==> src/rtl/core/pwt_pkg.sv <==
package pwt_pkg;

  localparam int LEVELS     = 4;
  localparam int INDEX_BITS = 9;
  localparam int LVL_W      = (LEVELS > 4) ? 3 : 2;
  localparam int PAGE_SHIFT = 12;
  localparam int QDEPTH     = 2;

  localparam logic [63:0] FRAME_MASK  = 64'h000F_FFFF_FFFF_F000;
  localparam logic [63:0] TABLE_FLAGS = 64'd7;

  localparam logic [2:0] OP_TRANSLATE = 3'd0;
  localparam logic [2:0] OP_MAP       = 3'd1;
  localparam logic [2:0] OP_UNMAP     = 3'd2;
  localparam logic [2:0] OP_RD_RESP   = 3'd3;
  localparam logic [2:0] OP_ALLOC     = 3'd4;

  localparam logic [2:0] K_READ  = 3'd0;
  localparam logic [2:0] K_WRITE = 3'd1;
  localparam logic [2:0] K_ALLOC = 3'd2;
  localparam logic [2:0] K_CLEAR = 3'd3;
  localparam logic [2:0] K_DONE  = 3'd4;

  localparam logic [1:0] ST_OK     = 2'd0;
  localparam logic [1:0] ST_NOMAP  = 2'd1;
  localparam logic [1:0] ST_NOMEM  = 2'd2;

  typedef struct packed {
    logic [2:0]  kind;
    logic [51:0] mem_addr;
    logic [63:0] write_data;
    logic [51:0] result_addr;
    logic [1:0]  status;
  } result_t;

  // cnt: number of results (0..3); r[0] goes out first
  typedef struct packed {
    logic [1:0]       cnt;
    result_t [2:0]    r;
  } cmd_t;

  function automatic logic [51:0] entry_at(input logic [51:0] base,
                                           input logic [47:0] virt,
                                           input logic [LVL_W-1:0] lvl);
    logic [63:0]            v;
    logic [INDEX_BITS-1:0]  idx;
    v   = {16'b0, virt};
    idx = '0;
    for (int l = 0; l < LEVELS; l++) begin
      if (lvl == LVL_W'(l))
        idx = v[PAGE_SHIFT + INDEX_BITS*(LEVELS-1-l) +: INDEX_BITS];
    end
    return base + {40'b0, idx, 3'b0};
  endfunction

  function automatic result_t mk(input logic [2:0] kind, input logic [51:0] addr,
                                 input logic [63:0] data, input logic [51:0] res,
                                 input logic [1:0] status);
    result_t x;
    x.kind        = kind;
    x.mem_addr    = addr;
    x.write_data  = data;
    x.result_addr = res;
    x.status      = status;
    return x;
  endfunction

endpackage

==> src/rtl/core/pwt_front.sv <==
module pwt_front import pwt_pkg::*; (
  input  logic        clk,
  input  logic        rst,
  input  logic        accept,
  input  logic [2:0]  op,
  input  logic [51:0] root_table,
  input  logic [47:0] virt_addr,
  input  logic [51:0] phys_addr,
  input  logic [63:0] entry_flags,
  input  logic [63:0] read_data,
  input  logic [51:0] alloc_page,
  output logic        cmd_valid,
  output cmd_t        cmd
);

  logic             busy, busy_next;
  logic [1:0]       pending_op, pending_op_next;
  logic [LVL_W-1:0] walk_level, walk_level_next;
  logic             awaiting_alloc, awaiting_alloc_next;
  logic [47:0]      saved_virt, saved_virt_next;
  logic [51:0]      saved_phys, saved_phys_next;
  logic [63:0]      saved_flags, saved_flags_next;
  logic [51:0]      entry_addr, entry_addr_next;

  logic [LVL_W-1:0] lvl_inc;
  logic [51:0]      req_addr, down_rd, down_alloc, base_rd, base_alloc;
  logic [63:0]      leaf_val, alloc_val;

  assign lvl_inc    = walk_level + LVL_W'(1);
  assign req_addr   = entry_at(root_table, virt_addr, '0);
  assign base_rd    = {read_data[51:12], 12'b0};
  assign base_alloc = {alloc_page[51:12], 12'b0};
  assign down_rd    = entry_at(base_rd, saved_virt, lvl_inc);
  assign down_alloc = entry_at(base_alloc, saved_virt, lvl_inc);
  assign leaf_val   = (pending_op == OP_MAP[1:0]) ?
                      (({12'b0, saved_phys} & FRAME_MASK) | saved_flags) : 64'd0;
  assign alloc_val  = {12'b0, alloc_page} | TABLE_FLAGS;

  always_comb begin
    busy_next           = busy;
    pending_op_next     = pending_op;
    walk_level_next     = walk_level;
    awaiting_alloc_next = awaiting_alloc;
    saved_virt_next     = saved_virt;
    saved_phys_next     = saved_phys;
    saved_flags_next    = saved_flags;
    entry_addr_next     = entry_addr;
    cmd                 = '0;
    case (op) inside
      OP_TRANSLATE, OP_MAP, OP_UNMAP: begin
        if (!busy) begin
          busy_next           = 1'b1;
          awaiting_alloc_next = 1'b0;
          pending_op_next     = op[1:0];
          saved_virt_next     = virt_addr;
          saved_phys_next     = phys_addr;
          saved_flags_next    = entry_flags;
          walk_level_next     = '0;
          entry_addr_next     = req_addr;
          cmd.cnt             = 2'd1;
          cmd.r[0]            = mk(K_READ, req_addr, '0, '0, ST_OK);
        end
      end
      OP_RD_RESP: begin
        if (busy && !awaiting_alloc) begin
          if (walk_level == LVL_W'(LEVELS-1)) begin
            if (pending_op == OP_TRANSLATE[1:0]) begin
              cmd.cnt = 2'd1;
              if (read_data[0])
                cmd.r[0] = mk(K_DONE, '0, '0, {read_data[51:12], saved_virt[11:0]}, ST_OK);
              else
                cmd.r[0] = mk(K_DONE, '0, '0, '0, ST_NOMAP);
            end else begin
              cmd.cnt  = 2'd2;
              cmd.r[0] = mk(K_WRITE, entry_addr, leaf_val, '0, ST_OK);
              cmd.r[1] = mk(K_DONE, '0, '0, '0, ST_OK);
            end
            busy_next = 1'b0;
          end else if (read_data[0]) begin
            walk_level_next = lvl_inc;
            entry_addr_next = down_rd;
            cmd.cnt         = 2'd1;
            cmd.r[0]        = mk(K_READ, down_rd, '0, '0, ST_OK);
          end else if (pending_op == OP_MAP[1:0]) begin
            awaiting_alloc_next = 1'b1;
            cmd.cnt             = 2'd1;
            cmd.r[0]            = mk(K_ALLOC, '0, '0, '0, ST_OK);
          end else begin
            busy_next = 1'b0;
            cmd.cnt   = 2'd1;
            cmd.r[0]  = mk(K_DONE, '0, '0, '0, ST_NOMAP);
          end
        end
      end
      OP_ALLOC: begin
        if (busy && awaiting_alloc) begin
          awaiting_alloc_next = 1'b0;
          if (alloc_page == '0) begin
            busy_next = 1'b0;
            cmd.cnt   = 2'd1;
            cmd.r[0]  = mk(K_DONE, '0, '0, '0, ST_NOMEM);
          end else begin
            walk_level_next = lvl_inc;
            entry_addr_next = down_alloc;
            cmd.cnt         = 2'd3;
            cmd.r[0]        = mk(K_CLEAR, alloc_page, '0, '0, ST_OK);
            cmd.r[1]        = mk(K_WRITE, entry_addr, alloc_val, '0, ST_OK);
            cmd.r[2]        = mk(K_READ, down_alloc, '0, '0, ST_OK);
          end
        end
      end
      default: ;
    endcase
  end

  assign cmd_valid = accept && (cmd.cnt != 2'd0);

  always_ff @(posedge clk) begin
    if (rst) begin
      busy           <= 1'b0;
      pending_op     <= '0;
      walk_level     <= '0;
      awaiting_alloc <= 1'b0;
    end else if (accept) begin
      busy           <= busy_next;
      pending_op     <= pending_op_next;
      walk_level     <= walk_level_next;
      awaiting_alloc <= awaiting_alloc_next;
    end
  end

  always_ff @(posedge clk) begin
    if (accept) begin
      saved_virt  <= saved_virt_next;
      saved_phys  <= saved_phys_next;
      saved_flags <= saved_flags_next;
      entry_addr  <= entry_addr_next;
    end
  end

endmodule

==> src/rtl/core/pwt_cmdq.sv <==
module pwt_cmdq import pwt_pkg::*; (
  input  logic clk,
  input  logic rst,
  input  logic wr_en,
  input  cmd_t wr_cmd,
  input  logic rd_en,
  output cmd_t rd_cmd,
  output logic nonempty,
  output logic qfull
);

  localparam int PW = (QDEPTH > 1) ? $clog2(QDEPTH) : 1;

  cmd_t          mem [QDEPTH];
  logic [PW-1:0] wp, rp;
  logic [PW:0]   count;

  assign nonempty = (count != '0);
  assign qfull    = (count == (PW+1)'(QDEPTH));
  assign rd_cmd   = mem[rp];

  always_ff @(posedge clk) begin
    if (wr_en)
      mem[wp] <= wr_cmd;
  end

  always_ff @(posedge clk) begin
    if (rst) begin
      wp    <= '0;
      rp    <= '0;
      count <= '0;
    end else begin
      if (wr_en)
        wp <= (wp == PW'(QDEPTH-1)) ? '0 : wp + PW'(1);
      if (rd_en)
        rp <= (rp == PW'(QDEPTH-1)) ? '0 : rp + PW'(1);
      count <= count + (PW+1)'(wr_en) - (PW+1)'(rd_en);
    end
  end

endmodule

==> src/rtl/core/pwt_back.sv <==
module pwt_back import pwt_pkg::*; (
  input  logic        clk,
  input  logic        rst,
  input  logic        q_nonempty,
  input  cmd_t        q_cmd,
  output logic        q_pop,
  input  logic        pop,
  output logic        empty,
  output logic [2:0]  kind,
  output logic [51:0] mem_addr,
  output logic [63:0] write_data,
  output logic [51:0] result_addr,
  output logic [1:0]  status,
  output logic        last
);

  logic       valid;
  cmd_t       cur;
  logic [1:0] idx;
  logic       fin;
  result_t    sel;

  assign sel   = cur.r[idx];
  assign last  = (idx == cur.cnt - 2'd1);
  assign fin   = pop && valid && last;
  assign q_pop = q_nonempty && (!valid || fin);
  assign empty = !valid;

  assign kind        = sel.kind;
  assign mem_addr    = sel.mem_addr;
  assign write_data  = sel.write_data;
  assign result_addr = sel.result_addr;
  assign status      = sel.status;

  always_ff @(posedge clk) begin
    if (rst) begin
      valid <= 1'b0;
      idx   <= '0;
    end else if (q_pop) begin
      valid <= 1'b1;
      idx   <= '0;
    end else if (fin) begin
      valid <= 1'b0;
      idx   <= '0;
    end else if (pop && valid) begin
      idx <= idx + 2'd1;
    end
  end

  always_ff @(posedge clk) begin
    if (q_pop)
      cur <= q_cmd;
  end

endmodule

==> src/rtl/core/four_level_page_table_walker.sv <==
// Timing: a request or response beat is written into the command queue at the accepting
// edge; the result register is then loaded from the combinational queue head once it is
// free, and the beat's first result shows on the result ports from that register.
// Throughput: one input beat per cycle while full is low; the result side emits one beat
// per cycle while pop is held and results wait, so an item with n results needs n pops.
// Reset (rst, synchronous): walker goes idle, command queue and result register empty.
module four_level_page_table_walker import pwt_pkg::*; (
  input  logic        clk,
  input  logic        rst,
  input  logic        push,
  output logic        full,
  input  logic [2:0]  op,
  input  logic [51:0] root_table,
  input  logic [47:0] virt_addr,
  input  logic [51:0] phys_addr,
  input  logic [63:0] entry_flags,
  input  logic [63:0] read_data,
  input  logic [51:0] alloc_page,
  output logic        empty,
  input  logic        pop,
  output logic [2:0]  kind,
  output logic [51:0] mem_addr,
  output logic [63:0] write_data,
  output logic [51:0] result_addr,
  output logic [1:0]  status,
  output logic        last
);

  logic accept, cmd_valid, q_pop, q_nonempty, q_full;
  cmd_t cmd, q_cmd;

  assign full   = q_full;
  assign accept = push && !full;

  pwt_front u_front (
    .clk, .rst, .accept, .op, .root_table, .virt_addr, .phys_addr,
    .entry_flags, .read_data, .alloc_page, .cmd_valid, .cmd
  );

  pwt_cmdq u_cmdq (
    .clk, .rst, .wr_en(cmd_valid), .wr_cmd(cmd), .rd_en(q_pop),
    .rd_cmd(q_cmd), .nonempty(q_nonempty), .qfull(q_full)
  );

  pwt_back u_back (
    .clk, .rst, .q_nonempty, .q_cmd, .q_pop, .pop, .empty, .kind, .mem_addr,
    .write_data, .result_addr, .status, .last
  );

  a_status_only_on_done: assert property (@(posedge clk) disable iff (rst)
    (!empty && status != ST_OK) |-> kind == K_DONE) else $error("status off done");

  a_write_not_last: assert property (@(posedge clk) disable iff (rst)
    (!empty && kind == K_WRITE) |-> !last) else $error("write ends item");

  a_done_is_last: assert property (@(posedge clk) disable iff (rst)
    (!empty && kind == K_DONE) |-> last) else $error("done not last");

  a_empty_after_reset: assert property (@(posedge clk)
    $past(rst) |-> empty) else $error("result after reset");

endmodule

==> config.mk <==
export PLATFORM = sky130hd
export DESIGN_NAME = four_level_page_table_walker
export DESIGN_NICKNAME = d
export VERILOG_FILES = /design/src/rtl/core/pwt_pkg.sv /design/src/rtl/core/pwt_front.sv /design/src/rtl/core/pwt_cmdq.sv /design/src/rtl/core/pwt_back.sv /design/src/rtl/core/four_level_page_table_walker.sv
export SDC_FILE = /design/constraint.sdc
export NUM_CORES = 1
export LEC_CHECK = 0
export ABC_AREA = 1
export BUFFER_PORTS_ARGS = -buffer_cell sky130_fd_sc_hd__clkbuf_2
export CAP_MARGIN = 10
export CORE_UTILIZATION = 30
export CTS_CLUSTER_DIAMETER = 120
export DETAILED_ROUTE_END_ITERATION = 12
export SYNTH_ARGS = -nofsm -noshare
export SYNTH_HDL_FRONTEND = slang
export SYNTH_SLANG_ARGS = --single-unit
==> constraint.sdc <==
create_clock -name clk -period 19.92 [get_ports clk]
set_input_delay 1.992 -clock clk [delete_from_list [all_inputs] [get_ports clk]]
set_output_delay 1.992 -clock clk [all_outputs]
set_load 0.01 [all_outputs]
==> summary by stage <==
Die
The initial utilization of the core area, before any placement, comes to 0.303. The area inside the core boundary is 148,000 µm². The number of placed I/O pins is 515.

In this run the horizontal extent of the chip is 389 µm. The floorplan step defined a die boundary enclosing 151,000 µm². The number of core rows is 141. From bottom edge to top edge, the die measures 389 µm.

Drt
Summed over all layers, the routed wires come to 146,000 µm. The average via count per standard cell is 4.83. Dividing the detail-routed wire length by the instance count gives 24.0 µm. The first-iteration detailed-routing DRC count is 2,675.

The number of optimization iterations in the first detailed-route pass is 6. The count of nets left with antenna violations once routing finished came out at 0. The remaining design rule violation count is 0. The via count of the routed design is 29,400.

Timing
The total count of max-transition violations in the final report is 0. At the pin with the least slew margin, the transition time is 1.20 ns. The count of endpoints failing setup in the final report is 0. For the final routed database, the setup TNS stands at 0 ns. The final setup skew is 0.0668 ns. The number of hold-slack violations in the final timing report is 0. The post-layout worst setup margin is 14.15 ns. The maximum clock rate is 173 MHz. After layout, the minimum clock period comes to 5.77 ns. In the finished design, the share of the clock period the worst path needs comes to 0.289. The remaining max-slew budget at the tightest pin is 0.199. Setup repair after global routing left no endpoint under its margin.

Clock network
Buffers inserted during clock tree synthesis total 115. In this run the deepest clock path goes through 3 buffers. The number of setup buffers added after CTS is 0. Gates resized during post-CTS repair numbered 0. The H-tree was split into 3 levels.

For the worst-skew pair, the clock arrives at the later sink with an insertion delay of 0.77 ns. The tree built by TritonCTS fans out to 1,075 sinks. In this run, post-CTS hold repair placed 0 buffers. The root buffer cell is clkbuf_16. TritonCTS built the clock tree. After clock tree synthesis, the clock-pin slew on the worst setup and hold paths is 0.06 ns.

Min path
The worst min-delay path class is flop to flop. The startpoint of the tightest hold check path is u_cmdq.count[1].

Synthesis
The most used flip-flop cell after synthesis is edfxtp_1. The synthesized design contains 1,062 enable-type register cells. After synthesis, the share of flip-flops with an asynchronous set or reset is 0. Counting flops and latches in the post-synthesis netlist gives 1,075. The post-synthesis instance total is 3,550. The synthesized netlist occupies a cell area of 44,800 µm². Counting distinct cell types in the post-synthesis netlist gives 48. The Yosys step of the flow raised 0 warnings. The share of the Yosys chip area taken by registers is 0.717. The synthesized area per cell is 12.6 µm². Counting every net in the synthesized netlist gives 3,906.

Finish
The layout has 14,500 filler cells. The utilization after layout is 0.359. Registers take 32,200 µm². The net count of the finished layout is 4,395. The most common library cell in the layout ignoring fill and taps is edfxtp_1.

The library cells used most frequently in the layout, excluding fill and tap cells, are edfxtp_1 (1,062), nand2_1 (784), clkbuf_2 (479). Excluding fillers, the count of instances in the completed layout stands at 6,078. The share of cells above drive strength 1 is 0.246.

The multi-input combinational cell area is 11,100 µm². Compared with the post-synthesis result, the final layout area differs by 18.7%.

Setup path
For the worst setup path, the data required time is 20.42 ns. Along the worst path, the maximum fanout reaches 29. The launch point of the worst reg-to-reg path is u_back.idx[1]. The launching element of the worst setup path is op[2]. The worst register-to-register path has a setup slack of 15.91 ns. The critical path in this run is classified as input pin to flop.

The type of element capturing the critical path is a flop. For the worst setup path, the data arrival time is 6.27 ns. The worst setup path is launched from an input pin.

Job
The number of max-cap violations is 0.

Power and ir drop
The static leakage power is 20.6 nW. VDD sags by at most 0.105 mV. The power density normalized to cell area is 126 nW/µm².

GRT
The number of global-route vias before repair came to 28,700. The wire length of the first global-routing pass is 202,000 µm. The number of antenna violations at the first check in global routing came to 45.

The total routing usage reported by global routing is 0.189. The largest net degree at the start of global routing is 147. The global route total overflow is 0.

Placement
Timing analysis after detailed placement gives a worst setup slack of 13.29 ns. The placed cell count is 5,852. The post-DP HPWL is 100,000 µm. The count of buffers added on input and output ports is 479.

Routability-driven placement finished with a final weighted congestion of 0.914.

Outcome
The run finished with clean final reports.
==> worst max-delay path: stages <==
cell	delay, ns
clkbuf_2	0.26
inv_2	0.59
nand3_4	0.76
nor2_4	0.73
inv_2	0.29
nor3_2	0.24
nand2_2	0.41
buf_4	0.46
nor3_1	0.44
==> cell families (layout without fill, tap and decap cells) <==
group           after synthesis  in the layout  synth area share
other cells                   0             14                 0
compound gates              175            175            0.0225
flops                      1075           1075             0.717
simple gates               1572           1572             0.144
fa+ha+maj                    17             17           0.00491
buf+inv                     414            998            0.0368
xor+xnor                     11             11           0.00215
mux                         286            286            0.0719
==> flip-flops by register name (all words and copies together) (netlist names) <==
signal                  count
u_front.pending_op          2
u_cmdq.count                2
u_front.saved_flags        64
u_back.idx                  2
u_cmdq.wp                   1
u_front.saved_phys         40
u_cmdq.rp                   1
u_front.entry_addr         52
u_cmdq.mem                572
u_front.awaiting_alloc      1
u_front.busy                1
u_back.cur                286
u_back.valid                1
u_front.saved_virt         48
u_front.walk_level          2
==> per-layer routing <==
| metal | routed length, µm | GRT usage | up-vias |
|---|---|---|---|
| met4 | 4040 | 0.0604 | 50 |
| met2 | 67700 | 0.300 | 1119 |
| met1 | 60800 | 0.246 | 14600 |
| li1 | - | - | 13400 |
| met5 | 287 | 0 | - |
| met3 | 12900 | 0.0553 | 228 |
==> where the power goes <==
part / internal [mW] / switching, mW / leakage [nW]
clock network: 1.21 / 0.913 / 1.81
registers: 2.97 / 0.153 / 10.1
logic: 0.508 / 0.931 / 8.66
==> cell usage after synthesis (all sizes together) (4+ instances only) <==
cell type / n / area share
a21oi: 59 / 0.0068
nor2: 446 / 0.038
xor2: 10 / 0.0020
nand3b: 21 / 0.0035
and2: 4 / 0.00056
clkbuf: 85 / 0.0071
nor3b: 7 / 0.0012
edfxtp: 1062 / 0.71
o211ai: 9 / 0.0015
dfxtp: 13 / 0.0058
inv: 266 / 0.022
o22ai: 26 / 0.0036
o32ai: 6 / 0.0012
mux2: 286 / 0.072
nand3: 273 / 0.031
nand2: 790 / 0.066
ha: 16 / 0.0045
o21ai: 60 / 0.0067
buf: 62 / 0.0073
nor3: 13 / 0.0016
or2: 9 / 0.0013
nand4: 8 / 0.0011
a32oi: 5 / 0.00098
==> final timing paths <==
path / end / depth (start not counted)
setup / recovery: u_cmdq.mem[0][34] / 9
hold / removal: u_cmdq.count[1] / 1
setup reg to reg: u_back.cur[27] / 9
hold reg to reg: u_cmdq.count[1] / 1
==> stage by stage <==
step	total power, mW	cell area [µm²]	hold WS [ns]
3_5_place_dp	4.64	49400	0.472
5_1_grt	6.97	53200	0.514
2_1_floorplan	4.04	44800	0.436
6_report	6.69	53200	0.488
3_3_place_gp	4.63	49400	0.460
4_1_cts	6.78	53200	0.487
==> area by class of cell <==
| type | count | area share |
|---|---|---|
| Clock buffer | 136 | 0.0556 |
| Tap cell | 1930 | 0.0454 |
| Antenna cell | 14 | 0.000658 |
| Timing Repair Buffer | 519 | 0.0514 |
| Sequential cell | 1075 | 0.604 |
| Inverter | 267 | 0.0192 |
| Multi-Input combinational cell | 2061 | 0.208 |
| Clock inverter | 76 | 0.0153 |
No activity file was read; power rests on OpenSTA's default activity.
